--- config.mk ---
export PLATFORM = sky130hd
export DESIGN_NAME = rdz_sqrt_pipe
export DESIGN_NICKNAME = d
export VERILOG_FILES = /design/src/rtl/core/rdz_pkg.sv /design/src/rtl/core/rdz_sqrt_pipe.sv
export SDC_FILE = /design/constraint.sdc
export NUM_CORES = 1
export LEC_CHECK = 0
export BUFFER_PORTS_ARGS = -buffer_cell sky130_fd_sc_hd__clkbuf_2
export CAP_MARGIN = 20
export CORE_UTILIZATION = 51
export DETAILED_ROUTE_END_ITERATION = 7
export PLACE_DENSITY = 0.76
export SKIP_LAST_GASP = 1
export SYNTH_ARGS = -nofsm -noshare
export SYNTH_HDL_FRONTEND = slang
export SYNTH_SLANG_ARGS = --single-unit
export TNS_END_PERCENT = 20
--- constraint.sdc ---
create_clock -name clk -period 2.89 [get_ports clk]
set_input_delay 0.578 -clock clk [delete_from_list [all_inputs] [get_ports clk]]
set_output_delay 0.578 -clock clk [all_outputs]
set_load 0.01 [all_outputs]
--- src/rtl/core/rdz_pkg.sv ---
// rdz_pkg: shared types and constants for the stick radial dead zone block.
// Depends on nothing; every rtl/core file imports it.
package rdz_pkg;

	localparam int SAMPLE_BITS   = 12;
	localparam int ZONE_BITS     = 15;
	localparam int OUT_BITS      = 16;
	localparam int CFG_IDX_BITS  = 3;
	localparam int CFG_DATA_BITS = 15;

	typedef enum logic [CFG_IDX_BITS-1:0] {
		REG_X_LOW  = 3'd0,
		REG_X_MID  = 3'd1,
		REG_X_HIGH = 3'd2,
		REG_Y_LOW  = 3'd3,
		REG_Y_MID  = 3'd4,
		REG_Y_HIGH = 3'd5,
		REG_INNER  = 3'd6,
		REG_OUTER  = 3'd7
	} cfg_reg_t;

	localparam logic [SAMPLE_BITS-1:0] X_LOW_RST  = 12'd0;
	localparam logic [SAMPLE_BITS-1:0] X_MID_RST  = 12'd2048;
	localparam logic [SAMPLE_BITS-1:0] X_HIGH_RST = 12'd4095;
	localparam logic [SAMPLE_BITS-1:0] Y_LOW_RST  = 12'd0;
	localparam logic [SAMPLE_BITS-1:0] Y_MID_RST  = 12'd2048;
	localparam logic [SAMPLE_BITS-1:0] Y_HIGH_RST = 12'd4095;
	localparam logic [ZONE_BITS-1:0]   INNER_RST  = 15'd4915;
	localparam logic [ZONE_BITS-1:0]   OUTER_RST  = 15'd3277;

	localparam logic [OUT_BITS-1:0] Q15_POS_MAX = 16'h7FFF;

	typedef struct packed {
		logic [SAMPLE_BITS-1:0] raw_x;
		logic [SAMPLE_BITS-1:0] raw_y;
	} in_item_t;

	typedef struct packed {
		logic signed [OUT_BITS-1:0] out_x;
		logic signed [OUT_BITS-1:0] out_y;
	} out_item_t;

endpackage

--- src/rtl/core/rdz_sqrt_pipe.sv ---
// rdz_sqrt_pipe: digit-by-digit integer square root, one root bit per stage.
// Uses rdz_pkg; instantiated by the top level for the vector magnitude.
module rdz_sqrt_pipe
	import rdz_pkg::*;
#(
	parameter int K  = 16,
	parameter int SW = 1
) (
	input  logic           clk,
	input  logic           arst_n,
	input  logic           adv,
	input  logic           in_valid,
	input  logic [2*K-1:0] in_rad,
	input  logic [SW-1:0]  in_side,
	output logic           out_valid,
	output logic [K-1:0]   out_root,
	output logic [SW-1:0]  out_side
);

	localparam int RMW = K + 2;

	logic           v_s    [0:K];
	logic [RMW-1:0] rem_s  [0:K];
	logic [K-1:0]   root_s [0:K];
	logic [2*K-1:0] rad_s  [0:K];
	logic [SW-1:0]  side_s [0:K];

	assign v_s[0]    = in_valid;
	assign rem_s[0]  = '0;
	assign root_s[0] = '0;
	assign rad_s[0]  = in_rad;
	assign side_s[0] = in_side;

	for (genvar k = 0; k < K; k++) begin : g_stage
		logic [RMW+1:0] t_c;
		logic [RMW+1:0] trial_c;
		logic [RMW+1:0] diff_c;
		logic           ge_c;

		always_comb begin
			t_c     = {rem_s[k], rad_s[k][2*K-1 -: 2]};
			trial_c = {2'b00, root_s[k], 2'b01};
			diff_c  = t_c - trial_c;
			ge_c    = (t_c >= trial_c);
		end

		always_ff @(posedge clk or negedge arst_n) begin
			if (!arst_n) begin
				v_s[k+1] <= 1'b0;
			end else if (adv) begin
				v_s[k+1] <= v_s[k];
			end
		end

		always_ff @(posedge clk) begin
			if (adv) begin
				rem_s[k+1]  <= ge_c ? diff_c[RMW-1:0] : t_c[RMW-1:0];
				root_s[k+1] <= {root_s[k][K-2:0], ge_c};
				rad_s[k+1]  <= rad_s[k] << 2;
				side_s[k+1] <= side_s[k];
			end
		end
	end

	assign out_valid = v_s[K];
	assign out_root  = root_s[K];
	assign out_side  = side_s[K];

endmodule

* Word level (Yosys, flattened, before mapping)
Cells that the tools add are included.
** Storage, ports and cells
- Register bits :: 663
- Bits in latches :: 0
- RAM bits :: 0
- Bits in read-only memories :: 0
- Output and inout port bits :: 18
- Memories :: 0
** Operators by class
- $add $sub $neg :: 15
- $mul :: 0
- Divide/modulo/power cells :: 0
- $lt $le $gt $ge :: 16
- Eq/ne operators :: 0
- Shifts and indexed selects :: 0
- Mux-type cells :: 15
- Bitwise operators :: 0
- Reduce and logical (&&, ||, !) cells :: 0
** Operators by type and width (count)
- $mux W18 :: 14
- $ge A20 B10 Y1 :: 1
- $ge A20 B11 Y1 :: 1
- $ge A20 B12 Y1 :: 1
- $ge A20 B13 Y1 :: 1
- $ge A20 B14 Y1 :: 1
- $ge A20 B15 Y1 :: 1
- $ge A20 B16 Y1 :: 1
- $ge A20 B17 Y1 :: 1
- $ge A20 B3 Y1 :: 1
- $ge A20 B4 Y1 :: 1
- $ge A20 B5 Y1 :: 1
- $ge A20 B6 Y1 :: 1
- $ge A20 B7 Y1 :: 1
- $ge A20 B8 Y1 :: 1
- $ge A20 B9 Y1 :: 1
- $sub A18 B10 Y18 :: 1
- $sub A18 B11 Y18 :: 1
- $sub A18 B12 Y18 :: 1
- $sub A18 B13 Y18 :: 1
- $sub A18 B14 Y18 :: 1
- $sub A18 B15 Y18 :: 1
- $sub A18 B16 Y18 :: 1
- $sub A18 B3 Y18 :: 1
- other kinds (9) :: 9

* Logic depth before layout (Yosys ltp)
- Depth after elaboration :: 2
- Mapped depth :: 13

* Worst setup path before layout
OpenSTA, ideal clock, no wires.
- Path kind :: register -> register
- Start point :: register rem_s (netlist bit g_stage[4].t_c[6])
- End point :: register rem_s (netlist bit g_stage[5].t_c[13]), data pin
- Setup time :: 0.267 ns
- Arrival time :: 2.514 ns
- Data required time :: 2.623 ns
- Slack :: 0.109 ns
- Cell stages (with the launch flop) :: 8
- Path buffers :: 0
- Period minus slack after synthesis :: 2.781 ns
- Cells stage by stage :: edfxtp_1 or4_4 or4_4 or3_4 a311oi_4 a211oi_2 nor3b_1 xor2_1
** Between the ends
- Word-level cells in the longest chain between the ends :: 2
- Elaborated cells between the ends (all ways) :: 3
- Those cells by class :: 1 x add/sub; 1 x order compare; 1 x mux
** Ends and longest elaborated chain
- start, declared :: line rdz_sqrt_pipe.sv:23 : logic [RMW-1:0] rem_s [0:K];
- start signal, assigned by index :: line rdz_sqrt_pipe.sv:57 : rem_s[k+1] <= ge_c ? diff_c[RMW-1:0] : t_c[RMW-1:0];
- $sub A18 B6 Y18 / $ge A20 B6 Y1 (equally long branches) :: line rdz_sqrt_pipe.sv:43, rdz_sqrt_pipe.sv:44
- $mux W18 * :: line rdz_sqrt_pipe.sv:57
Every way passes the cells marked *; elsewhere a longest branch is shown, timed or not.
A chain may end at the register's enable or synchronous reset.

* Final worst setup path
Ends and elaborated chain as after synthesis.

==> results.toml <==
[global_routing]
track_usage = 0.180
grt_pass1_wl_um = 86900
grt_max_degree = 79
grt_pass1_vias = 17600
grt_antenna_before_repair = 0
gr-total-overflow = 0

[logic_synthesis]
syn_avg_cell_area_um2 = 13.5
synth_compound_gate_area_share = 0.0882
ys_seq_area_frac = 0.660
synthAdderAreaFrac = 0.0642
synth_xor_area_frac = 0.0535
synthSimpleGateAreaFrac = 0.0906
synth_edf_count = 642
ys_seq_elements = 658
ys_types = 76
syn-num-nets = 2402
synth_warnings = 0
synthMuxAreaShare = 0.0164
async_flop_share = 0.0243
synth_top_family_by_area = "simple AND/OR/NAND/NOR gates"
syn_area_um2 = 29800
synthFlopType = "edfxtp_1"
syn_inst = 2212

[layout]
n_antenna_cell = 0
mostFrequentLayoutCells = "edfxtp_1, inv_1, nor2_1"
final_util = 0.588
fin_nets = 2570
drive_gt1_frac = 0.120
area_growth_pct = 13.8
layout_commonest_cell = "edfxtp_1"

[sta]
setup_viol = 0
tightest_slew_ns = 0.625
slew_headroom = 0.573
slew_violations = 0
max_freq_mhz = 350
fin_skew_ns = 0.0251
min_period_ns = 2.85
rsz0062_at_grt = "true"
final-hold-violation-count = 0
setup-tns-final_ns = 0
whs_ns = 0.150
layout_setup_ws_ns = 0.0364
finalCritPeriodShare = 0.987

[setup_path]
cp-end-kind = "flop"
crit_arrival_ns = 3.18
worstSetupPathDepth = 7
cp_cell_sequence = "or4_4 -> or4_4 -> or3_4 -> a311oi_4 -> a211oi_2 -> nor3b_1 -> xor2_1"
crit_path_max_fanout = 6
cp_top_family = "simple AND/OR/NAND/NOR gates"
start_kind = "flop"
critical_path.max_stage_delay_ns = 0.58
criticalPathCategory = "flop to flop"
cp_slowest_cell = "or4_4"
cp_common_cell = "or4_4"
crit_buf_inv = 0
required_ns = 3.22
ff2ff_path_depth = 7

[clocking]
clkLatencyLatePin_ns = 0.61
htree_levels = 3
cts_tree = "built"
cts.sinks = 658
cts_setup_buffers = 0
path_clk_slew_ns = 0.06
cts_buffer_depth = 3
cts_buffers = 71
root_buffer = "clkbuf_16"

[power_and_ir_drop]
combPwrFrac = 0.146
p_int_mw = 18.4
power.switching_mw = 6.16
ir_drop_mv = 0.537
sw_frac_of_total = 0.251
p_seq_frac = 0.506
clkPwrFrac = 0.348
power_density_nw_per_um2 = 723
p_leak_nw = 13.1

[route]
top_layer = "met4"
post-route-drc-count = 0
via_per_inst = 5.48
drtPass1Iterations = 7
met3RoutedLength_um = 2270
wl_um = 52500
wl_met1_um = 22500
via_count = 17500
wl_per_cell_um = 16.4
met2_wirelength_um = 26500
antenna_left = 0
drt_iter0_drc = 1030

[floorplanning]
initial_core_util = 0.517
die_x_um = 244
core_um2 = 57700
die-area_um2 = 59400
row_count = 88
ios = 55
die_y_um = 244

[place]
gp_congestion = 0.912
dp_slack_ns = -0.0338
dp_hpwl_um = 37700
io_buffers = 54

[flow_run]
max_cap_viol_count = 0

[hold_path]
whs_path_depth = 1
hold_class = "input pin to flop"

[status]
status = "completed"
worst reg2reg max path, stage by stage (launching register included):
cell	delay [ns]
edfxtp_1	0.40
or4_4	0.58
or4_4	0.46
or3_4	0.43
a311oi_4	0.25
a211oi_2	0.13
nor3b_1	0.19
xor2_1	0.14
cells in the mapped netlist (6+ instances only):
library cell | n | area, um2
and2_1 | 6 | 37.5
or2_2 | 6 | 37.5
a21oi_1 | 134 | 671
mux2i_1 | 6 | 60.1
dfrtp_1 | 16 | 400
nand4b_1 | 7 | 61.3
nor3b_1 | 6 | 45.0
o31ai_1 | 7 | 52.6
ha_1 | 153 | 1910
nor4_1 | 25 | 156
a21o_1 | 33 | 248
or4_1 | 14 | 105
edfxtp_1 | 642 | 19300
nand2_1 | 119 | 447
nand3b_1 | 6 | 45.0
nand3_1 | 25 | 125
o41ai_1 | 6 | 52.6
nand2b_1 | 26 | 163
mux2_2 | 38 | 428
nor2_1 | 154 | 578
nor3_1 | 65 | 325
inv_1 | 180 | 676
nor2b_1 | 26 | 163
a21boi_0 | 8 | 60.1
nand4_1 | 17 | 106
a31oi_1 | 13 | 81.3
xnor2_1 | 92 | 806
a211oi_1 | 16 | 120
or3_1 | 16 | 100
o31a_1 | 6 | 52.6
o21a_1 | 27 | 203
o211ai_1 | 12 | 90.1
and3_1 | 6 | 37.5
clkbuf_1 | 26 | 97.6
o21ai_0 | 112 | 561
xor2_1 | 90 | 788
layout make-up:
type | instances | area [um2]
Inverter | 181 | 679
Fill cell | 4452 | 23800
Clock inverter | 35 | 288
Multi-Input combinational cell | 1342 | 9380
Sequential cell | 658 | 19700
Timing Repair Buffer | 126 | 1040
Tap cell | 765 | 957
Clock buffer | 91 | 1900
final timing paths:
path                                    from            endpoint  slack, ns
max in group asynchronous             arst_n             v_s[13]       2.15
min in group asynchronous             arst_n              v_s[1]       0.45
max reg2reg                g_stage[4].t_c[6]  g_stage[5].t_c[13]       0.04
max                        g_stage[4].t_c[6]  g_stage[5].t_c[13]       0.04
min reg2reg                       rad_s[476]   g_stage[3].t_c[0]       0.40
min                                in_rad[7]          rad_s[489]       0.15
state kept, by name, summed over array words and instances (netlist names):
| register | cells |
|---|---|
| side_s | 15 |
| g_stage.trial_c | 120 |
| out_root | 16 |
| rad_s | 210 |
| out_valid | 1 |
| g_stage.t_c | 280 |
| v_s | 15 |
| out_side | 1 |
power groups by stage:
stage | combinational, mW | clock, mW | sequential, mW
2_1_floorplan | 2.51 | 0 | 12.4
3_3_place_gp | 3.40 | 0 | 12.6
3_5_place_dp | 3.52 | 0 | 12.6
4_1_cts | 3.56 | 8.77 | 12.4
5_1_grt | 4.00 | 9.16 | 12.5
6_report | 3.58 | 8.54 | 12.4
stage by stage:
| stage | total power [mW] | std cells | area, um2 |
|---|---|---|---|
| 2_1_floorplan | 14.9 | 2212 | 29800 |
| 3_3_place_gp | 16.0 | 3071 | 31700 |
| 3_5_place_dp | 16.1 | 3071 | 31700 |
| 4_1_cts | 24.8 | 3198 | 33900 |
| 5_1_grt | 25.7 | 3198 | 33900 |
| 6_report | 24.5 | 3198 | 33900 |
logic make-up (layout without fill, tap and decap cells):
group                      after synthesis  in the layout
xor gates and xnor gates               182            182
other                                    1              1
and+or+nand+nor                        541            541
DFF                                    658            658
AOI/OAI and AO/OA                      421            421
muxes                                   44             44
buffers and inverters                  212            433
adders and majority gates              153            153
routing by layer:
metal | up-vias | global-route usage
met5 | - | 0
met3 | 102 | 0.0281
met2 | 392 | 0.312
li1 | 8555 | -
met1 | 8481 | 0.227
met4 | 0 | 0.0654
timing repair:
action,4_1_cts,5_1_grt
hold endpoints to repair,16,0
cloned,0,0
hold buffers,1,0
gates resized for setup,1,11
setup endpoints to repair,20,70
pin swaps,0,1
No activity file was read; power rests on OpenSTA's default activity.
