==> src/rtl/core/rdz_pkg.sv <==
// rdz_pkg: shared types and constants for the stick radial dead zone block.
// Depends on nothing; every rtl/core file imports it.
package rdz_pkg;

	localparam int SAMPLE_BITS   = 12;
	localparam int ZONE_BITS     = 15;
	localparam int OUT_BITS      = 16;
	localparam int CFG_IDX_BITS  = 3;
	localparam int CFG_DATA_BITS = 15;

	typedef enum logic [CFG_IDX_BITS-1:0] {
		REG_X_LOW  = 3'd0,
		REG_X_MID  = 3'd1,
		REG_X_HIGH = 3'd2,
		REG_Y_LOW  = 3'd3,
		REG_Y_MID  = 3'd4,
		REG_Y_HIGH = 3'd5,
		REG_INNER  = 3'd6,
		REG_OUTER  = 3'd7
	} cfg_reg_t;

	localparam logic [SAMPLE_BITS-1:0] X_LOW_RST  = 12'd0;
	localparam logic [SAMPLE_BITS-1:0] X_MID_RST  = 12'd2048;
	localparam logic [SAMPLE_BITS-1:0] X_HIGH_RST = 12'd4095;
	localparam logic [SAMPLE_BITS-1:0] Y_LOW_RST  = 12'd0;
	localparam logic [SAMPLE_BITS-1:0] Y_MID_RST  = 12'd2048;
	localparam logic [SAMPLE_BITS-1:0] Y_HIGH_RST = 12'd4095;
	localparam logic [ZONE_BITS-1:0]   INNER_RST  = 15'd4915;
	localparam logic [ZONE_BITS-1:0]   OUTER_RST  = 15'd3277;

	localparam logic [OUT_BITS-1:0] Q15_POS_MAX = 16'h7FFF;

	typedef struct packed {
		logic [SAMPLE_BITS-1:0] raw_x;
		logic [SAMPLE_BITS-1:0] raw_y;
	} in_item_t;

	typedef struct packed {
		logic signed [OUT_BITS-1:0] out_x;
		logic signed [OUT_BITS-1:0] out_y;
	} out_item_t;

endpackage

==> src/rtl/core/rdz_div_pipe.sv <==
// rdz_div_pipe: restoring unsigned divider, one quotient bit per stage.
// Uses rdz_pkg; instantiated by the top level for all three divisions.
module rdz_div_pipe
	import rdz_pkg::*;
#(
	parameter int DW = 12,
	parameter int QB = 16,
	parameter int SW = 1
) (
	input  logic          clk,
	input  logic          arst_n,
	input  logic          adv,
	input  logic          in_valid,
	input  logic [DW-1:0] in_rem,   // high part of numerator, below in_den
	input  logic [QB-1:0] in_bits,  // remaining numerator bits, MSB first
	input  logic [DW-1:0] in_den,
	input  logic [SW-1:0] in_side,
	output logic          out_valid,
	output logic [QB-1:0] out_q,
	output logic [SW-1:0] out_side
);

	logic          v_s    [0:QB];
	logic [DW-1:0] rem_s  [0:QB];
	logic [QB-1:0] bits_s [0:QB];
	logic [QB-1:0] q_s    [0:QB];
	logic [DW-1:0] den_s  [0:QB];
	logic [SW-1:0] side_s [0:QB];

	assign v_s[0]    = in_valid;
	assign rem_s[0]  = in_rem;
	assign bits_s[0] = in_bits;
	assign q_s[0]    = '0;
	assign den_s[0]  = in_den;
	assign side_s[0] = in_side;

	for (genvar k = 0; k < QB; k++) begin : g_stage
		logic [DW:0] t_c;
		logic [DW:0] diff_c;
		logic        ge_c;

		always_comb begin
			t_c    = {rem_s[k], bits_s[k][QB-1]};
			diff_c = t_c - {1'b0, den_s[k]};
			ge_c   = (t_c >= {1'b0, den_s[k]});
		end

		always_ff @(posedge clk or negedge arst_n) begin
			if (!arst_n) begin
				v_s[k+1] <= 1'b0;
			end else if (adv) begin
				v_s[k+1] <= v_s[k];
			end
		end

		always_ff @(posedge clk) begin
			if (adv) begin
				rem_s[k+1]  <= ge_c ? diff_c[DW-1:0] : t_c[DW-1:0];
				bits_s[k+1] <= bits_s[k] << 1;
				q_s[k+1]    <= {q_s[k][QB-2:0], ge_c};
				den_s[k+1]  <= den_s[k];
				side_s[k+1] <= side_s[k];
			end
		end
	end

	assign out_valid = v_s[QB];
	assign out_q     = q_s[QB];
	assign out_side  = side_s[QB];

endmodule

==> config.mk <==
export PLATFORM = sky130hd
export DESIGN_NAME = rdz_div_pipe
export DESIGN_NICKNAME = d
export VERILOG_FILES = /design/src/rtl/core/rdz_pkg.sv /design/src/rtl/core/rdz_div_pipe.sv
export SDC_FILE = /design/constraint.sdc
export NUM_CORES = 1
export LEC_CHECK = 0
export ABC_AREA = 1
export BUFFER_PORTS_ARGS = -buffer_cell sky130_fd_sc_hd__clkbuf_2
export CAP_MARGIN = 20
export CORE_ASPECT_RATIO = 0.5
export CORE_MARGIN = 2
export CORE_UTILIZATION = 39
export CTS_CLUSTER_DIAMETER = 30
export DETAILED_ROUTE_END_ITERATION = 12
export GPL_TIMING_DRIVEN = 0
export SYNTH_ARGS = -nofsm -noshare
export SYNTH_HDL_FRONTEND = slang
export SYNTH_SLANG_ARGS = --single-unit
==> constraint.sdc <==
create_clock -name clk -period 2.5 [get_ports clk]
set_clock_uncertainty 0.1 [all_clocks]
set_input_delay 0.375 -clock clk [delete_from_list [all_inputs] [get_ports clk]]
set_output_delay 0.375 -clock clk [all_outputs]
set_load 0.005 [all_outputs]
==> Word-level counts from Yosys, hierarchy flattened <==
Index checks and enable logic that the tools add are counted.
W data, S select, Z words.
{ "word_totals": {"regBits": 648, "inputBits": 45, "output_inout_bits": 18, "word_cells": 139} }
{ "classes": {"addsub": 15, "order_cmp": 16, "n_mux": 15} }
{ "ops": {"columns": ["cell", "n"], "rows": [
  ["$ge A13 B12 Y1", 16],
  ["$mux W12", 15],
  ["$sub A12 B12 Y12", 15]
]} }

==> Depth between registers and ports, before layout <==
{ "depth": {"depth_word": 2, "ltp_mapped": 12, "mapped_depth_nobuf": 11} }

==> Worst setup path before layout <==
OpenSTA, ideal clock, no wires.
{ "synth_path": {"kind": "reg2reg", "from": "register rem_s, in the netlist g_stage[8].t_c[10]", "to": "register rem_s, in the netlist g_stage[9].t_c[7], data pin", "setup_time_ns": 0.253, "t_arrival_ns": 1.597, "t_required_ns": 2.147, "slack_ns": 0.550, "path_stages_with_launch": 11, "path_buffers": 1, "period_less_slack_ns": 1.950, "cell_sequence": "edfxtp_1 > ha_1 > nand2_1 > inv_1 > nand2_2 > inv_1 > a21oi_4 > nand3_4 > buf_12 > nand2_1 > nand2_1"} }
{ "synth_via": {"elab_chain_len": 2} }
{ "synth_rtl": {"columns": ["item", "line_no", "rtl"], "rows": [
  ["start, declared", "rdz_div_pipe.sv:24", "logic [DW-1:0] rem_s [0:QB];"],
  ["start signal, assigned by index", "rdz_div_pipe.sv:58", "rem_s[k+1] <= ge_c ? diff_c[DW-1:0] : t_c[DW-1:0];"],
  ["$ge A13 B12 Y1", "rdz_div_pipe.sv:45", "ge_c = (t_c >= {1'b0, den_s[k]});"],
  ["net g_stage[8].ge_c", "rdz_div_pipe.sv:40", "logic ge_c;"],
  ["$mux W12", "rdz_div_pipe.sv:58", null]
]} }
The timed path passes the listed nets, and every way through them passes these cells.
A chain may end at the register's enable or synchronous reset.

==> Worst setup path in the final report <==
{ "layout_path": {"from": "register den_s[82] (netlist bit)", "to": "register rem_s, in the netlist g_stage[11].t_c[10], data pin"} }
{ "layout_via": {"elab_chain_len": 2} }
{ "layout_rtl": {"columns": ["item", "line_no", "rtl"], "rows": [
  ["start, declared", "rdz_div_pipe.sv:27", "logic [DW-1:0] den_s [0:QB];"],
  ["start signal, assigned by index", "rdz_div_pipe.sv:61", "den_s[k+1] <= den_s[k];"],
  ["$ge A13 B12 Y1", "rdz_div_pipe.sv:45", null],
  ["net g_stage[10].ge_c", "rdz_div_pipe.sv:40", null],
  ["$mux W12", "rdz_div_pipe.sv:58", null]
]} }
The timed path passes the listed nets, and every way through them passes these cells.

==> metrics.md <==
| Metric | Value |
|---|---|
| Logic pwr share | `around 35%` |
| Fin crit period | `2.322 ns` |
| CTS H-tree lvls | `3` |
| Core Util, Final | `a little under half` |
| Hold path endpoint | `den_s[135]$_DFFE_PP_` |
| Clock Tree Buf Depth | `3` |
| RSZ-0062 raised after global routing | `yes` |
| Share of cells above drive strength 1 | `about an eighth` |
| Endpoints failing hold | `0` |
| Hold Crit Depth | `2` |
| Mapped Cells | `~3.5k` |
| GRT Util Overall | `15.76%` |
| Clock share of power | `30.6%` |
| Routed vias/inst | `4.647` |
| Max Fclk | `430.7 MHz` |
| Worst endpoint required time | `2.80 ns` |
| Initial Util | `39.31%` |
| Hold Startpoint | `adv` |
| Internal reg-to-reg setup slack | `~0.18 ns` |
| PD cells | `1157 nW/um^2` |
| Syn_nets | `3796` |
| Total power | `47.13 mW` |
| Final antenna diode count | `0` |
| Synth unique cells | `33` |
| Vias in the first global route | `23.54k` |
| Initial antenna violation count | `0` |
| Die height | `214.8 um` |
| Clock Latency Late Sink | `0.69 ns` |
| Status | `complete, no violations` |
| Dominant synthesized flop cell | `edfxtp_1` |
| Setup-failing EPs final | `0` |
| Crit Path Class | `reg -> reg` |
| NetSw | `17.23 mW` |
| Final ANT Viol Nets | `0` |
| Most frequent cells in the layout | `nand2_1, inv_1, edfxtp_1, nand3_1, ha_1` |
| Sw Share | `36.55%` |
| Final period util | `92.88%` |
| Yosys warnings | `0` |
| R2R depth | `11` |
| Critical R2R Capture | `g_stage[11].t_c[10]$_DFFE_PP_` |
| Sequential-to-total area share from yosys stat | `55.92%` |
| TritonCTS buffer count | `around 110` |
| Worst vdd ir | `0.5274 mV` |
| FILL cells | `slightly above 8k` |
| Maxcap violations | `0` |
| Iteration-0 DRC Markers | `1225` |
| Type of origin of the critical path | `register` |
| Most common cell after layout, fill and taps aside | `nand2_1` |
| Measured slew at the worst slew-check pin | `1.003 ns` |
| Top cell by count, worst path | `nand2_1` |
| Placed standard-cell area | `around 37000 um^2` |
| Final HPWL DP | `between 50 and 60 mm` |
| Die Wd | `425.6 um` |
| Largest net degree at the start of global routing | `114` |
| Core area | `88150 um^2` |
| Routed wire length | `70.23 mm` |
| Overflow after GRT | `0` |
| CTS Sinks | `648` |
| CP max-delay cell | `edfxtp_1` |
| DR WL/cell | `about 14 um` |
| Drt drc | `0` |
| Post-route cell area | `around 40000 um^2` |
| Worst r2r src | `den_s[82]$_DFFE_PP_` |
| CTS clock-pin slew for the worst setup and hold paths | `about 0.060 ns` |
| Routed vias | `between 20k and 25k` |
| CP max stage delay | `just under 0.5 ns` |
| Setup crit end kind | `register` |
| FF+latch count, synth | `648` |
| Top-area cell type share of the netlist area | `54.76%` |
| CTS tree | `yes` |
| I/O Pins | `63` |
| Area contributors post-synth | `edfxtp_1, nand2_1, inv_1, ha_1, nand3_1` |
| Layout Nets | `4022` |
| GPL Wtd Cong | `0.8530` |
| FFs w/ async S/R, synth | `2.469%` |
| Power Internal | `29.90 mW` |
| Hold Crit Class | `in -> reg` |
| Crit path DAT | `2.62 ns` |
| First-pass GRT wire length | `between 100 and 150 mm` |
| Critical path cell sequence | `inv_1 -> ha_1 -> nand2_1 -> nand2_1 -> nand2_1 -> nand2_1 -> a21oi_4 -> nand3_2 -> buf_6 -> nand3_1 -> nand2_1` |
| Number of I/O port buffers | `62` |
| Syn_area_per_cell | `9.779 um^2` |
| Crit Path Max Fanout | `10` |
| Mapped cell area | `34660 um^2` |
| Leakage power figure | `between 15 and 20 nW` |
| Die area | `91410 um^2` |
| Slew margin rel. | `32.94%` |
| Root Buffer | `clkbuf_16` |
| EDFF count, synth | `632` |
| DRT Pass-1 Iters | `5` |
| Area Overhead vs Synth | `17.50%` |
| Dominant cell type by area after synthesis | `edfxtp_1` |
| Final Max Tran Viols | `0` |
| FP Rows | `77` |
| Flop pwr share | `34.0%` |
[cell families after synthesis]
group	Yosys count	synth area share (%)
adders and majority gates	207	7.798
xor gates and xnor gates	80	2.022
and+or+nand+nor	1665	21.80
AOI/OAI and AO/OA	194	3.470
DFF	648	55.92
buffers and inverters	750	8.990
[cell type report]
class                           instances  area [um^2]  area share [%]
Multi-Input combinational cell       2146        12180           29.90
Tap cell                             1185         1483           3.641
Clock inverter                         79        833.3           2.046
Buffer                                 54        503.0           1.235
Timing Repair Buffer                  118        969.7           2.381
Clock buffer                          122         2764           6.788
Sequential cell                       648        19380           47.59
Inverter                              696         2613           6.416
[worst max path at each step]
stage / from / endpoint / slack [ns] / cells past startpoint
6_report: den_s[82]$_DFFE_PP_ / g_stage[11].t_c[10]$_DFFE_PP_ / 0.18 / 11
5_1_grt: den_s[80]$_DFFE_PP_ / g_stage[11].t_c[10]$_DFFE_PP_ / -0.005 / 11
4_1_cts: den_s[81]$_DFFE_PP_ / g_stage[11].t_c[10]$_DFFE_PP_ / 0.007 / 9
3_5_place_dp: adv / v_s[10]$_DFFE_PN0P_ / -0.50 / 7
3_3_place_gp: adv / bits_s[46]$_DFFE_PP_ / -10.04 / 1
2_1_floorplan: g_stage[8].t_c[10]$_DFFE_PP_ / g_stage[9].t_c[7]$_DFFE_PP_ / 0.55 / 10
[registers in the layout (all words and copies together) (netlist names)]
register and flops:
v_s 15, side_s 15, bits_s 120, out_q 16
den_s 180, q_s 120, g_stage.t_c 180, out_valid 1
out_side 1
[critical path, delay by kind of cell (launching register included)]
| family | cells | cell delay [ns] |
|---|---|---|
| buf+inv | 2 | 0.25 |
| simple gates | 7 | 0.63 |
| fa+ha+maj | 1 | 0.37 |
| compound gates | 1 | 0.21 |
| flops | 1 | 0.49 |
[synth_stat cells (30+ instances only)]
master and instances:
nand2_1 991, inv_1 691, edfxtp_1 632, nand3_1 200, ha_1 192, nor2_1 168, nand4_1 137, o21ai_0 78
a21oi_1 68, xor2_1 65, nand3_2 48, nand2_2 30
[power by group through the flow]
stage          Combinational [mW]  Sequential [mW]  Clock [mW]
2_1_floorplan                12.9             15.7           0
3_3_place_gp                 16.4             16.5           0
3_5_place_dp                 16.6             16.2           0
4_1_cts                      16.8             16.0        14.8
5_1_grt                      19.3             16.2        15.4
6_report                     16.7             16.0        14.4
[through the flow]
step / setup TNS (ns) / cells / setup WS, ns / hold slack [ns]
floorplan: 0 / 3544 / 0.5503 / -0.02059
global placement: -6427.69 / 4791 / -10.04 / 0.2050
global route: -0.004983 / 5048 / -0.004983 / 0.1957
detailed placement: -36.79 / 4797 / -0.5002 / 0.2175
finish: 0 / 5048 / 0.1781 / 0.1770
CTS: 0 / 5042 / 0.006707 / 0.1463
[per-layer routing]
metal  GRT usage (%)  part of all wire (%)  up-vias
li1                -                     -    12160
met1           18.55                    43    10830
met2           28.26                    51      319
met3           3.079                   3.5      157
met4           6.052                   3.1        0
met5               0                     0        -
[timing repair]
action	in CTS	in global routing
hold endpoints to repair	79	0
endpoints found under the setup margin	0	19
buffers inserted	0	6
resized for setup	0	3
hold buffers	44	0
Power figures use the tool's default switching activity.
