==> src/rtl/core/rdz_pkg.sv <==
// rdz_pkg: shared types and constants for the stick radial dead zone block.
// Depends on nothing; every rtl/core file imports it.
package rdz_pkg;

	localparam int SAMPLE_BITS   = 12;
	localparam int ZONE_BITS     = 15;
	localparam int OUT_BITS      = 16;
	localparam int CFG_IDX_BITS  = 3;
	localparam int CFG_DATA_BITS = 15;

	typedef enum logic [CFG_IDX_BITS-1:0] {
		REG_X_LOW  = 3'd0,
		REG_X_MID  = 3'd1,
		REG_X_HIGH = 3'd2,
		REG_Y_LOW  = 3'd3,
		REG_Y_MID  = 3'd4,
		REG_Y_HIGH = 3'd5,
		REG_INNER  = 3'd6,
		REG_OUTER  = 3'd7
	} cfg_reg_t;

	localparam logic [SAMPLE_BITS-1:0] X_LOW_RST  = 12'd0;
	localparam logic [SAMPLE_BITS-1:0] X_MID_RST  = 12'd2048;
	localparam logic [SAMPLE_BITS-1:0] X_HIGH_RST = 12'd4095;
	localparam logic [SAMPLE_BITS-1:0] Y_LOW_RST  = 12'd0;
	localparam logic [SAMPLE_BITS-1:0] Y_MID_RST  = 12'd2048;
	localparam logic [SAMPLE_BITS-1:0] Y_HIGH_RST = 12'd4095;
	localparam logic [ZONE_BITS-1:0]   INNER_RST  = 15'd4915;
	localparam logic [ZONE_BITS-1:0]   OUTER_RST  = 15'd3277;

	localparam logic [OUT_BITS-1:0] Q15_POS_MAX = 16'h7FFF;

	typedef struct packed {
		logic [SAMPLE_BITS-1:0] raw_x;
		logic [SAMPLE_BITS-1:0] raw_y;
	} in_item_t;

	typedef struct packed {
		logic signed [OUT_BITS-1:0] out_x;
		logic signed [OUT_BITS-1:0] out_y;
	} out_item_t;

endpackage

==> src/rtl/core/rdz_axis.sv <==
// rdz_axis: two-stage axis front end (clamp, then offset and span magnitudes).
// Uses rdz_pkg; feeds a rdz_div_pipe in the top level.
module rdz_axis
	import rdz_pkg::*;
(
	input  logic                   clk,
	input  logic                   adv,
	input  logic [SAMPLE_BITS-1:0] raw,
	input  logic [SAMPLE_BITS-1:0] lo,
	input  logic [SAMPLE_BITS-1:0] mid,
	input  logic [SAMPLE_BITS-1:0] hi,
	output logic [SAMPLE_BITS-1:0] dabs_s2,
	output logic [SAMPLE_BITS-1:0] sabs_s2,
	output logic                   neg_s2,
	output logic                   zero_s2
);

	logic [SAMPLE_BITS-1:0] v_s1;
	logic [SAMPLE_BITS-1:0] v_c;
	logic [SAMPLE_BITS:0]   d_c;
	logic [SAMPLE_BITS:0]   span_c;
	logic [SAMPLE_BITS:0]   dneg_c;
	logic [SAMPLE_BITS:0]   sneg_c;

	// clamp: below minimum wins over above maximum
	always_comb begin
		if (raw < lo) begin
			v_c = lo;
		end else if (raw > hi) begin
			v_c = hi;
		end else begin
			v_c = raw;
		end
	end

	always_ff @(posedge clk) begin
		if (adv) begin
			v_s1 <= v_c;
		end
	end

	always_comb begin
		d_c = {1'b0, v_s1} - {1'b0, mid};
		if (v_s1 >= mid) begin
			span_c = {1'b0, hi} - {1'b0, mid};
		end else begin
			span_c = {1'b0, mid} - {1'b0, lo};
		end
		dneg_c = -d_c;
		sneg_c = -span_c;
	end

	always_ff @(posedge clk) begin
		if (adv) begin
			dabs_s2 <= d_c[SAMPLE_BITS] ? dneg_c[SAMPLE_BITS-1:0] : d_c[SAMPLE_BITS-1:0];
			sabs_s2 <= span_c[SAMPLE_BITS] ? sneg_c[SAMPLE_BITS-1:0]
				: span_c[SAMPLE_BITS-1:0];
			neg_s2  <= d_c[SAMPLE_BITS] ^ span_c[SAMPLE_BITS];
			zero_s2 <= (span_c == '0);
		end
	end

endmodule

==> config.mk <==
export PLATFORM = sky130hd
export DESIGN_NAME = rdz_axis
export DESIGN_NICKNAME = d
export VERILOG_FILES = /design/src/rtl/core/rdz_pkg.sv /design/src/rtl/core/rdz_axis.sv
export SDC_FILE = /design/constraint.sdc
export NUM_CORES = 1
export LEC_CHECK = 0
export ABC_AREA = 1
export BUFFER_PORTS_ARGS = -buffer_cell sky130_fd_sc_hd__buf_2
export CORE_ASPECT_RATIO = 1.4
export CORE_MARGIN = 2
export CORE_UTILIZATION = 49
export CTS_CLUSTER_SIZE = 30
export DETAILED_ROUTE_END_ITERATION = 16
export PLACE_DENSITY = 0.71
export SLEW_MARGIN = 20
export SYNTH_ARGS = -nofsm -noshare
export SYNTH_HDL_FRONTEND = slang
export SYNTH_SLANG_ARGS = --single-unit
export TNS_END_PERCENT = 10
==> constraint.sdc <==
create_clock -name clk -period 2.6 [get_ports clk]
set_input_delay 0.13 -clock clk [delete_from_list [all_inputs] [get_ports clk]]
set_output_delay 0.13 -clock clk [all_outputs]
set_load 0.1 [all_outputs]
* Word level (Yosys, flattened, before mapping)
Cells that the tools add are included.
Widths: inputs -> output; s select.
** Storage, ports and cells
- Flip-flop bits (word level) :: 38
- Bits of input ports :: 50
- Output and inout port bits :: 26
- Word-level logic and storage cells :: 20
** Operators by class
- $add $sub $neg :: 5
- Order comparisons :: 3
- Mux-type cells :: 5
- Bitwise logic cells :: 1
- Reductions and logical operators :: 1
** Operators by type and width (count)
- $mux 12 :: 4
- $sub 12x12->13 :: 3
- $neg 12->12 :: 2
- $logic_not 13->1 :: 1
- $mux 13 :: 1
- $ge 12x12->1 :: 1
- $gt 12x12->1 :: 1
- $lt 12x12->1 :: 1
- $xor 1x1->1 :: 1

* Logic depth before layout (Yosys ltp)
Gate-level depths: netlist of the first run.
- Depth in word-level cells :: 4
- Mapped depth :: 21

* Worst setup path after synthesis of the first run
No wires, ideal clock.
- Kind :: reg-to-reg
- From :: reg v_s1[8]
- To :: reg sabs_s2[4] (data pin)
- Setup time :: 254 ps
- Arrival :: 2183 ps
- Data required time :: 2346 ps
- Path slack :: 163 ps
- Stages on the path, launching flop included :: 16
- Period minus slack after synthesis :: 2437 ps
- Path through :: edfxtp_1 ha_1 nand2_1 inv_2 nand2_1 nand2_1 a21oi_1 nand3_4 o21ai_1 inv_1 ha_1 nand2_1 nor2_2 nor2_1 xor2_1 inv_1
** Between the ends
- Word-level cells in the longest chain between the ends :: 4
** Ends and longest elaborated chain
- start, declared :: line rdz_axis.sv:18 : logic [SAMPLE_BITS-1:0] v_s1;
- start signal, assigned :: line rdz_axis.sv:38 : v_s1 <= v_c;
- $ge 12x12->1 * :: line rdz_axis.sv:44 : if (v_s1 >= mid) begin
- $mux 13 * :: line rdz_axis.sv:44
- $neg 12->12 :: line rdz_axis.sv:50 : sneg_c = -span_c;
- $mux 12 * :: line rdz_axis.sv:56 : sabs_s2 <= span_c[SAMPLE_BITS] ? sneg_c[SAMPLE_BITS-1:0]
- end signal, assigned :: line rdz_axis.sv:56
- end, declared :: line rdz_axis.sv:13 : output logic [SAMPLE_BITS-1:0] sabs_s2,
Every way passes the cells marked *; elsewhere a longest branch is shown, timed or not.
A chain may end at the register's enable or synchronous reset.

* Worst setup path after layout of the first run
- From :: reg v_s1[0]
- To :: reg dabs_s2[9] (data pin)
** Between the ends
- Word-level cells in the longest chain between the ends :: 3
** Ends and longest elaborated chain
- $sub 12x12->13 * :: line rdz_axis.sv:43 : d_c = {1'b0, v_s1} - {1'b0, mid};
- $neg 12->12 :: line rdz_axis.sv:49 : dneg_c = -d_c;
- $mux 12 * :: line rdz_axis.sv:55 : dabs_s2 <= d_c[SAMPLE_BITS] ? dneg_c[SAMPLE_BITS-1:0] : d_c[SAMPLE_BITS-1:0];
- end signal, assigned :: line rdz_axis.sv:55
- end, declared :: line rdz_axis.sv:12 : output logic [SAMPLE_BITS-1:0] dabs_s2,
Marked as above.

==> metrics.md, run 1 <==
| Metric | Value |
|---|---|
| Root buffer cell | `clkbuf_16` |
| Critical Path RT | `approximately 2.6 ns` |
| FP Rows | `42` |
| Reg clk slew, reported paths | `about 0.060 ns` |
| DIE WIDTH | `between 80 and 90 um` |
| Status | `complete, no violations` |
| Number of vias in the routed layout | `approximately 4,700` |
| Final nets | `a little under 900` |
| Fill count | `between 800 and 900` |
| FFs w/ async S/R, synth | `0` |
| Post-synth EDFFs | `38` |
| Initial Util | `0.499` |
| CP max FO | `4` |
| Register Area | `approximately 1100 um^2` |
| Port Buffers | `75` |
| Most common cell in the netlist | `nand2_1` |
| Die ar. | `10,300 um^2` |
| Final wirelength | `approximately 13 mm` |
| Worst setup EP type | `register` |
| Final Power | `0.00419 W` |
| Final critical-path required period | `2.59 ns` |
| CTS tree | `built` |
| Max-slew violation count | `0` |
| Leading post-synthesis cells by instance count | `nand2_1 (190), inv_1 (117), ha_1 (61)` |
| Remaining DRCs | `0` |
| Cell Pwr Density | `around 740 nW/um^2` |
| Gpl congestion | `~0.94` |
| Worst Skew | `0.00332 ns` |
| Post-synth top area share | `0.245` |
| R2r setup slk | `0.01 ns` |
| Gr usage total | `0.237` |
| Area after DPL | `between 5000 and 6000 um^2` |
| Logic pwr share | `0.638` |
| H-Tree Depth | `2` |
| Post-route design area | `around 5700 um^2` |
| Worst Tran Pin Value | `roughly 0.82 ns` |
| Max Cap Violations | `0` |
| Fmax | `387 MHz` |
| Global-route wire length before repair | `19.4 mm` |
| Hold path cells | `3` |
| Multi-input logic area | `3240 um^2` |
| Gate count of the mapped netlist | `just under 700` |
| Area of the core | `slightly above 9000 um^2` |
| Gr ovfl total | `0` |
| Ant diodes | `0` |
| Lkg Pwr | `approximately 3.0 nW` |
| Reg-to-Reg End | `dabs_s2[9]` |
| Syn_nets | `793` |
| Final Core Density | `0.608` |
| Critical path startpoint | `v_s1[0]` |
| Mapped Avg Cell Area | `6.87 um^2` |
| Mapped Area | `4670 um^2` |
| Die Height | `approximately 120 um` |
| Seq cells post-synth | `38` |
| Layout area overhead | `21.8%` |
| Top Ports | `between 70 and 80` |
| IR Drop Worst-Case VDD | `around 0.3 mV` |
| Switch Pwr | `around 0.0022 W` |
| Worst setup path class | `reg -> reg` |
| Vias in the first global route | `between 4,000 and 5,000` |
| Largest area contributor in the netlist | `edfxtp_1` |
| Int Pwr | `between 0.0015 and 0.002 W` |
| Initial antenna violation count | `0` |
| Top cells by area, synth | `edfxtp_1 (24%), ha_1 (16%), nand2_1 (15%), inv_1 (9.4%), xor2_1 (4.7%)` |
| R2R Path Start | `v_s1[0]` |
| Post-synth top flop | `edfxtp_1` |
| Startpoint types | `register` |
| HP Class | `in -> reg` |
| WP data arrival | `2.61 ns` |
| Final hold vios | `0` |
| Worst r2r path cells | `14` |
| Crit path capture | `dabs_s2[9]` |
| Fraction of layout cells with a size suffix above 1 | `0.210` |
| Via density | `about 5.3` |
| Worst skew pair latency | `approximately 0.28 ns` |
| Synth cell types | `38` |
| Final Setup Violations | `0` |
| Final ANT Viol Nets | `0` |
| Cts hold-fix bufs | `0` |
| Violation count after the first detailed-route iteration | `about 220` |
| CTS buffer count | `5` |
| Wirelength per Cell | `14.3 um` |
| Slew HR | `0.450` |
| # clock sinks | `38` |
| Final HPWL DP | `approximately 10 mm` |
| Sequential element share of the synthesized area | `0.245` |
| DR pass1 iterations | `5` |
| Largest net degree at the start of global routing | `39` |
| Sequential power share | `0.226` |
| Synthesis Warnings | `0` |
| Switching Share | `0.525` |
| Clock Power Share | `0.136` |
| Period utilization | `0.994` |
| Max Root-Sink Buffers | `2` |
| Unrepaired setup endpoints after global routing | `true` |
## cell type report
class,count,area share
Multi-Input combinational cell,509,0.570
Sequential cell,38,0.201
Clock buffer,5,0.0220
Timing Repair Buffer,94,0.0964
Clock inverter,3,0.00286
Tap cell,110,0.0242
Inverter,126,0.0836
## critical path, stage by stage (launching register included)
cell and delay, ns:
edfxtp_1 0.33, inv_1 0.05, ha_1 0.20, inv_1 0.09
fa_1 0.23, inv_1 0.06, o21ai_1 0.27, inv_1 0.13
o21bai_1 0.20, xor2_1 0.33, inv_1 0.08, nand3_1 0.07
nand2_1 0.11, o21ai_1 0.12, xnor2_1 0.07
## metal layers
metal  GRT usage  vias to the layer above  share of wire
li1            -                     2383              -
met1       0.257                     2107           0.39
met2       0.449                      174           0.51
met3      0.0277                       47          0.038
met4       0.101                        0          0.059
met5           0                        -              0
## cell usage in the layout (no fill, tap or decap), types with 14 or more instances in the layout
| master | n |
|---|---|
| edfxtp_1 | 38 |
| a21oi_1 | 38 |
| xor2_1 | 25 |
| nand2_2 | 14 |
| ha_1 | 50 |
| o21ai_0 | 22 |
| nor2_1 | 45 |
| buf_4 | 17 |
| nand2_1 | 182 |
| nand3_1 | 41 |
| inv_1 | 116 |
| buf_2 | 75 |
## flip-flops by register name, indices dropped and copies added (netlist names)
register and flops:
v_s1 12, sabs_s2 12, zero_s2 1, neg_s2 1
dabs_s2 12
## metrics by stage
stage / worst slack (ns) / hold slack (ns) / cells / setup TNS, ns
final: 0.0144 / 0.152 / 885 / 0
after global placement: 0.0861 / 0.433 / 869 / 0
after floorplan: 0.163 / 0.242 / 679 / 0
after CTS: 0.0175 / 0.147 / 877 / 0
after detailed placement: 0.0385 / 0.435 / 869 / 0
after global routing: -0.139 / 0.177 / 885 / -0.998
## power by group through the flow
| stage | clock, W | combinational (W) | sequential [W] |
|---|---|---|---|
| after floorplan | 0 | 0.00110 | 0.00186 |
| after global placement | 0 | 0.00243 | 0.000943 |
| after detailed placement | 0 | 0.00248 | 0.000949 |
| after CTS | 0.000578 | 0.00249 | 0.000937 |
| after global routing | 0.000601 | 0.00289 | 0.000961 |
| final | 0.000570 | 0.00267 | 0.000945 |
## what timing repair did
item / 4_1_cts / 5_1_grt
buffers inserted: 0 / 7
resized for setup: 0 / 40
endpoints found under the setup margin: 0 / 15
## cells by family after synthesis
logic type	count (synthesis)	synth area share
buffers and inverters	132	0.110
xor gates and xnor gates	34	0.0638
adders and majority gates	64	0.176
and+or+nand+nor	327	0.304
DFF	38	0.245
AOI/OAI and AO/OA	84	0.101
## worst min-delay path by stage
stage,from,endpoint,slack (ns)
after floorplan,adv,dabs_s2[0],0.24
after global placement,lo[3],v_s1[3],0.43
after detailed placement,lo[3],v_s1[3],0.44
after CTS,lo[3],v_s1[3],0.15
after global routing,lo[3],v_s1[3],0.18
final,lo[3],v_s1[3],0.15
No activity file was read; power rests on OpenSTA's default activity.
==> run 2: changes to the inputs <==
--- a/config.mk
+++ b/config.mk
@@ -5,14 +5,12 @@
 export SDC_FILE = /design/constraint.sdc
 export NUM_CORES = 1
 export LEC_CHECK = 0
-export ABC_AREA = 1
 export BUFFER_PORTS_ARGS = -buffer_cell sky130_fd_sc_hd__buf_2
 export CORE_ASPECT_RATIO = 1.4
 export CORE_MARGIN = 2
-export CORE_UTILIZATION = 49
-export CTS_CLUSTER_SIZE = 30
+export CORE_UTILIZATION = 30
 export DETAILED_ROUTE_END_ITERATION = 16
-export PLACE_DENSITY = 0.71
+export PLACE_DENSITY = 0.47
 export SLEW_MARGIN = 20
 export SYNTH_ARGS = -nofsm -noshare
 export SYNTH_HDL_FRONTEND = slang
==> run 2 against run 1 <==
  * Non-clock buffer count rose by 118
  * Power rose by 3.7%
  * The run now ends with negative setup slack left
  * Count of clock-buffer cells in the layout rose by 1
  * Final area rose by 8.2%
  * Largest cell class unchanged
  * Via count fell by 16%
  * Area after synthesis fell by 11%
  * Sequential power barely moved
  * Critical path depth fell by 1
  * Critical path type unchanged
==> metrics.md, run 2 <==
| Metric | Value |
|---|---|
| Status | `finished, violations left` |
| Failing checks | `negative setup slack` |
| Critical Path Slowest Stage Cell | `edfxtp_1` |
| Slew HR | `0.454 (+0.00367)` |
| Max-slew violation count | `0 (unchanged)` |
| Most frequent cells in the layout | `buf_4 (135), buf_2 (75), ha_1 (58)` |
| Die ar. | `14,800 um^2 (+43%)` |
| WP data arrival | `3.02 ns (+0.41 ns)` |
| Final ANT Viol Nets | `0 (unchanged)` |
| Critical Path RT | `2.62 ns (about the same)` |
| Remaining DRCs | `0 (unchanged)` |
| Die Height | `143 um (+20%)` |
| Gate count of the mapped netlist | `442 (-35%)` |
| Initial Util | `0.308 (-0.191)` |
| Seq cells post-synth | `38 (unchanged)` |
| Root buffer cell | `clkbuf_16` |
| Setup WS post-layout | `-0.401 ns (-0.415 ns)` |
| Post-synth top area share | `0.276 (+0.0310)` |
| DR pass1 iterations | `4 (-1)` |
| Post-synth top flop | `edfxtp_1` |
| Max Cap Violations | `0 (unchanged)` |
| Fmax | `333 MHz (-14%)` |
| Reg clk slew, reported paths | `0.06 ns (about the same)` |
| Critical path startpoint | `v_s1[0]` |
| Period utilization | `1.15 (+0.160)` |
| Gr ovfl total | `0 (unchanged)` |
| Layout area overhead | `48.5%` |
| Mapped Avg Cell Area | `9.37 um^2 (+36%)` |
| Mapped Area | `4140 um^2 (-11%)` |
| Synthesis Warnings | `0 (unchanged)` |
| Final Setup Violations | `21 (+21)` |
| Number of vias in the routed layout | `3,940 (-16%)` |
| Synth cell types | `52 (+37%)` |
| Largest regs | `dabs_s2 x12, sabs_s2 x12, v_s1 x12` |
| Reg-to-Reg End | `dabs_s2[11]` |
| Initial antenna violation count | `0 (unchanged)` |
| Worst r2r path cells | `13 (-1)` |
| Post-synth EDFFs | `38 (unchanged)` |
| Final critical-path required period | `3.00 ns (+0.415 ns)` |
| Pre-CTS setup slack | `-0.691 ns (-0.729 ns)` |
| Final hold vios | `0 (unchanged)` |
| Final nets | `770 (-13%)` |
| Worst path top cell family by delay | `compound AO/OA/AOI/OAI gates` |
| Largest area contributor in the netlist | `edfxtp_1` |
| Port Buffers | `75 (unchanged)` |
| Fraction of layout cells with a size suffix above 1 | `0.411 (+0.201)` |
| Worst Skew | `0.00461 ns (+0.00129 ns)` |
| Area of the core | `13,500 um^2 (+44%)` |
| Final HPWL DP | `10.4 mm (-1.1%)` |
| DIE WIDTH | `103 um (+19%)` |
| Worst hold slack | `0.305 ns (+0.153 ns)` |
| Vias in the first global route | `4,182 (-6.6%)` |
| Unrepaired setup endpoints after global routing | `true` |
| Crit path cell chain | `inv_1 -> ha_2 -> inv_2 -> fa_2 -> a21o_1 -> a21oi_2 -> nor2b_2 -> o31a_1 -> o2111a_2 -> a2111oi_4 -> xnor2_2 -> o41ai_2 -> xnor2_1` |
| Buf/Inv on CP | `2 (-3)` |
| Max Root-Sink Buffers | `2 (unchanged)` |
| Worst skew pair latency | `0.28 ns (about the same)` |
| IR Drop Worst-Case VDD | `0.404 mV (+35%)` |
| H-Tree Depth | `2 (unchanged)` |
| Leading post-synthesis cells by instance count | `ha_1 (61), inv_1 (48), edfxtp_1 (38)` |
| CP max FO | `2 (-2)` |
| Gr usage total | `0.168 (-0.0687)` |
| Via density | `4.70 (-12%)` |
| CTS buffer count | `5 (unchanged)` |
| # clock sinks | `38 (unchanged)` |
| R2R Path Start | `v_s1[0]` |
| Wirelength per Cell | `14.0 um (-2.4%)` |
| Most common cell in the netlist | `ha_1` |
| Gpl congestion | `0.799 (-15%)` |
| HP Class | `in -> reg` |
| Worst setup EP type | `register` |
| Slowest cell delay on critical path | `0.35 ns (+0.02 ns)` |
| FFs w/ async S/R, synth | `0 (unchanged)` |
| Top cells by area, synth | `edfxtp_1 (28%), ha_1 (18%), mux2i_1 (7.0%), xnor2_1 (6.6%), inv_1 (4.4%)` |
| Cell Pwr Density | `707 nW/um^2 (-4.1%)` |
| Lkg Pwr | `3.01 nW (-0.68%)` |
| Crit path capture | `dabs_s2[11]` |
| Syn_nets | `556 (-30%)` |
| FP Rows | `50 (+19%)` |
| Final Power | `0.00435 W (+3.7%)` |
| Worst setup path class | `reg -> reg` |
| Violation count after the first detailed-route iteration | `132 (-40%)` |
| Commonest non-fill, non-tap cell in the layout | `buf_4` |
| Largest net degree at the start of global routing | `39 (unchanged)` |
| Global-route wire length before repair | `19.3 mm (-0.36%)` |
| Crit path depth | `13 (-1)` |
| CTS tree | `built` |
| Final wirelength | `11.7 mm (-7.5%)` |
| Worst Tran Pin Value | `0.819 ns (-0.00550 ns)` |
| Ant diodes | `0 (unchanged)` |
| Top Ports | `76 (unchanged)` |
| Sequential element share of the synthesized area | `0.276 (+0.0310)` |
| Startpoint types | `register` |
| R2r setup slk | `-0.40 ns (-0.42 ns)` |
| Cts hold-fix bufs | `0 (unchanged)` |
==> run 2: cell count changes after synthesis, moves of 19 or more <==
cell / before / now
nand2_1: 190 / 23
inv_1: 117 / 48
nand3_1: 41 / 3
mux2i_1: 0 / 29
nor2_1: 51 / 24
xnor2_1: 9 / 31
a21o_1: 2 / 21
==> run 2: power by group <==
| group | total [W] | switching [W] | internal, W |
|---|---|---|---|
| clock network | 0.000565 | 0.000215 | 0.000350 |
| logic | 0.00283 | 0.00181 | 0.00102 |
| registers | 0.000948 | 0.0000466 | 0.000901 |
==> run 2: through the flow <==
stage	util	area, um^2	cells	TNS (ns)
detailed placement	0.430	5790	828	-13.92
global placement	0.430	5790	828	-12.15
finish	0.457	6150	839	-5.25
floorplan	-	4200	442	-1.97
CTS	0.450	6050	838	-5.57
global route	0.457	6150	839	-8.73
==> run 2: worst min path at each step <==
stage	startpoint	end	slack, ns	cells after the start
after CTS	lo[10]	v_s1[10]	0.31	3
after floorplan	adv	dabs_s2[0]	0.24	0
final	lo[10]	v_s1[10]	0.30	3
after detailed placement	lo[10]	v_s1[10]	0.59	3
after global placement	lo[0]	v_s1[0]	0.59	3
after global routing	lo[0]	v_s1[0]	0.32	3
==> run 2: final cells by class <==
class	count	area [um^2]
Clock buffer	6	129
Clock inverter	2	8.76
Fill cell	1320	7300
Inverter	48	180
Multi-Input combinational cell	351	3040
Sequential cell	38	1140
Tap cell	182	228
Timing Repair Buffer	212	1420
==> run 2: logic make-up after synthesis <==
group	after synthesis	synth area share
fa+ha+maj	64	0.199
flops	38	0.276
buf+inv	53	0.0483
mux	31	0.0755
xor+xnor	48	0.102
compound gates	119	0.196
simple gates	89	0.105
==> run 2: worst min-delay path, delay by kind of cell <==
family	cells	cell delay (ns)
muxes	1	0.17
buffers and inverters	2	0.13
==> run 2: timing repair <==
item / in CTS / in global routing
resized for setup: 23 / 24
pin swaps: 4 / 4
setup buffers: 2 / 1
setup endpoints to repair: 24 / 35
==> run 2: layer usage <==
layer | GRT usage | part of all wire
met4 | 0.0416 | 0.016
met5 | 0 | 0
met2 | 0.338 | 0.57
met3 | 0.0122 | 0.019
met1 | 0.184 | 0.40
==> run 3: changes to the inputs <==
--- a/config.mk
+++ b/config.mk
@@ -7,10 +7,10 @@
 export LEC_CHECK = 0
 export BUFFER_PORTS_ARGS = -buffer_cell sky130_fd_sc_hd__buf_2
 export CORE_ASPECT_RATIO = 1.4
-export CORE_MARGIN = 2
 export CORE_UTILIZATION = 30
+export CTS_BUF_LIST = sky130_fd_sc_hd__clkbuf_2
 export DETAILED_ROUTE_END_ITERATION = 16
-export PLACE_DENSITY = 0.47
+export PLACE_DENSITY = 0.45
 export SLEW_MARGIN = 20
 export SYNTH_ARGS = -nofsm -noshare
 export SYNTH_HDL_FRONTEND = slang
==> constraint.sdc (replaced) <==
create_clock -name clk -period 3.52 [get_ports clk]
set_input_delay 0.176 -clock clk [delete_from_list [all_inputs] [get_ports clk]]
set_output_delay 0.176 -clock clk [all_outputs]
set_load 0.1 [all_outputs]
==> run 3 against run 2 <==
  * The run now ends clean
  * Power decreased by 40%
  * Sequential power fell by 27%
  * Global-route usage decreased by 1.1 points
  * Count of clock-buffer cells in the layout up 1
  * Sequential cell count is the same
  * Worst setup slack better by 0.60 ns
  * Clock skew is 0.044 ns higher
  * Wire length fell by 9.7%
  * Critical path type unchanged
==> metrics.md, run 3 (synthesis results as in run 2) <==
| Metric | Value |
|---|---|
| Status | `complete, no violations` |
| Cell Pwr Density | `536 nW/um^2 (-24%)` |
| Final HPWL DP | `9.16 mm (-12%)` |
| Die Height | `141 um (-1.4%)` |
| Final hold vios | `0 (unchanged)` |
| Startpoint types | `register` |
| DIE WIDTH | `101 um (-1.9%)` |
| Wirelength per Cell | `14.9 um (+6.7%)` |
| Number of vias in the routed layout | `3,427 (-13%)` |
| CTS tree | `built` |
| Final Setup Violations | `0 (-100%)` |
| DR pass1 iterations | `4 (unchanged)` |
| Largest net degree at the start of global routing | `39 (unchanged)` |
| Violation count after the first detailed-route iteration | `63 (-52%)` |
| Global-route wire length before repair | `17.5 mm (-9.7%)` |
| Gr ovfl total | `0 (unchanged)` |
| Lkg Pwr | `2.29 nW (-24%)` |
| Initial antenna violation count | `1 (+1)` |
| Remaining DRCs | `0 (unchanged)` |
| Most used cell, CP | `inv_1` |
| Most frequent cells in the layout | `buf_2 (75), ha_1 (61), inv_1 (48)` |
| Max-slew violation count | `0 (unchanged)` |
| CP max FO | `8 (+6)` |
| Final nets | `641 (-17%)` |
| Root buffer cell | `clkbuf_2` |
| Max Cap Violations | `0 (unchanged)` |
| Gr usage total | `0.157 (-0.0111)` |
| Switch Pwr | `0.00141 W (-32%)` |
| Max Root-Sink Buffers | `2 (unchanged)` |
| Worst skew pair latency | `0.42 ns (+0.14 ns)` |
| Crit path cell chain | `inv_1 -> ha_1 -> inv_1 -> fa_1 -> a21o_1 -> a21oi_2 -> nor2b_1 -> o31a_1 -> o2111a_2 -> a211oi_1 -> a21oi_1 -> a41oi_1 -> xor2_1` |
| Layout area overhead | `16.9%` |
| Unrepaired setup endpoints after global routing | `true` |
| Int Pwr | `0.00119 W (-48%)` |
| Worst setup path class | `reg -> reg` |
| Buffer count from post-CTS setup fixing | `0 (-2)` |
| CTS buffer count | `5 (unchanged)` |
| Area of the core | `13,500 um^2 (unchanged)` |
| Clock Power Share | `0.079 (-0.051)` |
| Slowest cell delay on critical path | `0.41 ns (+0.06 ns)` |
| Worst Skew | `0.0491 ns (+0.0445 ns)` |
| Largest regs | `dabs_s2 x12, sabs_s2 x12, v_s1 x12` |
| Fin Setup TNS | `0 ns (+5.25 ns)` |
| Number of gates resized after cts | `0 (-100%)` |
| FP Rows | `50 (unchanged)` |
| H-Tree Depth | `2 (unchanged)` |
| Final ANT Viol Nets | `0 (unchanged)` |
| Reg clk slew, reported paths | `0.24 ns (+0.18 ns)` |
| Fmax | `301 MHz (-9.6%)` |
| Sequential power share | `0.266 (+0.048)` |
| Worst Tran Pin Value | `0.904 ns (+0.0852 ns)` |
| Slew HR | `0.397 (-0.0568)` |
| Commonest non-fill, non-tap cell in the layout | `buf_2` |
| Top Ports | `76 (unchanged)` |
| Initial Util | `0.308 (unchanged)` |
| Gpl congestion | `0.798 (-0.15%)` |
| Period utilization | `0.943 (-0.211)` |
| Final wirelength | `10.6 mm (-9.7%)` |
| Via density | `4.83 (+2.8%)` |
| Critical Path Slowest Stage Cell | `edfxtp_1` |
| Final critical-path required period | `3.32 ns (+0.317 ns)` |
| Fraction of layout cells with a size suffix above 1 | `0.197 (-0.214)` |
| Cts hold-fix bufs | `0 (unchanged)` |
| Vias in the first global route | `3,589 (-14%)` |
| Final Core Density | `0.360 (-0.0973)` |
| HP Class | `in -> reg` |
| WP data arrival | `3.46 ns (+0.44 ns)` |
| Switching Share | `0.543 (+0.0661)` |
| Critical Path RT | `3.67 ns (+1.05 ns)` |
| Port Buffers | `75 (unchanged)` |
| # clock sinks | `38 (unchanged)` |
| Die ar. | `14,300 um^2 (-3.3%)` |
| Fill count | `1,403 (+6.3%)` |
| IR Drop Worst-Case VDD | `0.307 mV (-24%)` |
| Logic pwr share | `0.656 (+0.004)` |
| Worst setup EP type | `register` |
## run 3: cell count changes in the layout (fill, tap and decap cells not counted), moves of 4 or more
| cell | change |
|---|---|
| nor2_1 | +4 |
| o21ai_1 | -5 |
| nor2_2 | -4 |
| clkbuf_2 | +7 |
| clkbuf_16 | -5 |
| buf_4 | -127 |
| a21oi_2 | -6 |
| nor2b_1 | +4 |
| a21oi_1 | +9 |
| o21ai_0 | +5 |
## run 3: final timing paths
path                               from     endpoint  slack (ns)  depth (start not counted)
worst max-delay path            v_s1[0]  dabs_s2[10]        0.20                         13
worst min-delay path              lo[0]      v_s1[0]        0.09                          2
worst max register to register  v_s1[0]  dabs_s2[10]        0.20                         13
worst min register to register  v_s1[0]   dabs_s2[0]        0.91                          3
## run 3: metrics by stage
stage | hold WS [ns] | std cells | worst slack [ns] | cell area (um^2) | total power (W)
after detailed placement | 0.539 | 702 | 0.242 | 4780 | 0.00241
after global placement | 0.540 | 702 | 0.282 | 4780 | 0.00240
final | 0.0870 | 710 | 0.202 | 4840 | 0.00260
after floorplan | 0.288 | 442 | 0.465 | 4140 | 0.00208
after global routing | 0.0642 | 710 | -0.0456 | 4840 | 0.00277
after CTS | 0.0568 | 709 | 0.180 | 4820 | 0.00262
## run 3: metal layers
metal,GRT usage,vias to the layer above,wire length [um]
met5,0,-,0
met4,0.0534,0,182
met3,0.0164,14,355
met2,0.299,70,5750
met1,0.178,1561,4320
li1,-,1782,-
## run 3: worst max-delay path: cells and delay by family, from the launching register on
kind            cells  cell delay (ns)
compound gates      7             1.78
fa+ha+maj           2             0.56
flops               1             0.41
buf+inv             2             0.11
xor+xnor            1             0.10
simple gates        1             0.07
## run 3: area by class of cell
cell class / count / area, um^2 / area share
Multi-Input combinational cell: 351 / 2820 / 0.582
Sequential cell: 38 / 1140 / 0.236
Timing Repair Buffer: 83 / 435 / 0.0899
Tap cell: 182 / 228 / 0.0470
Inverter: 48 / 180 / 0.0372
Clock buffer: 7 / 35.0 / 0.00724
Antenna cell: 1 / 2.50 / 0.000517
## run 3: power by group through the flow
stage,sequential (W),clock [W],combinational [W]
floorplan,0.00138,0,0.000701
global placement,0.000709,0,0.00169
detailed placement,0.000704,0,0.00170
CTS,0.000693,0.000218,0.00171
global route,0.000703,0.000229,0.00184
finish,0.000690,0.000204,0.00170
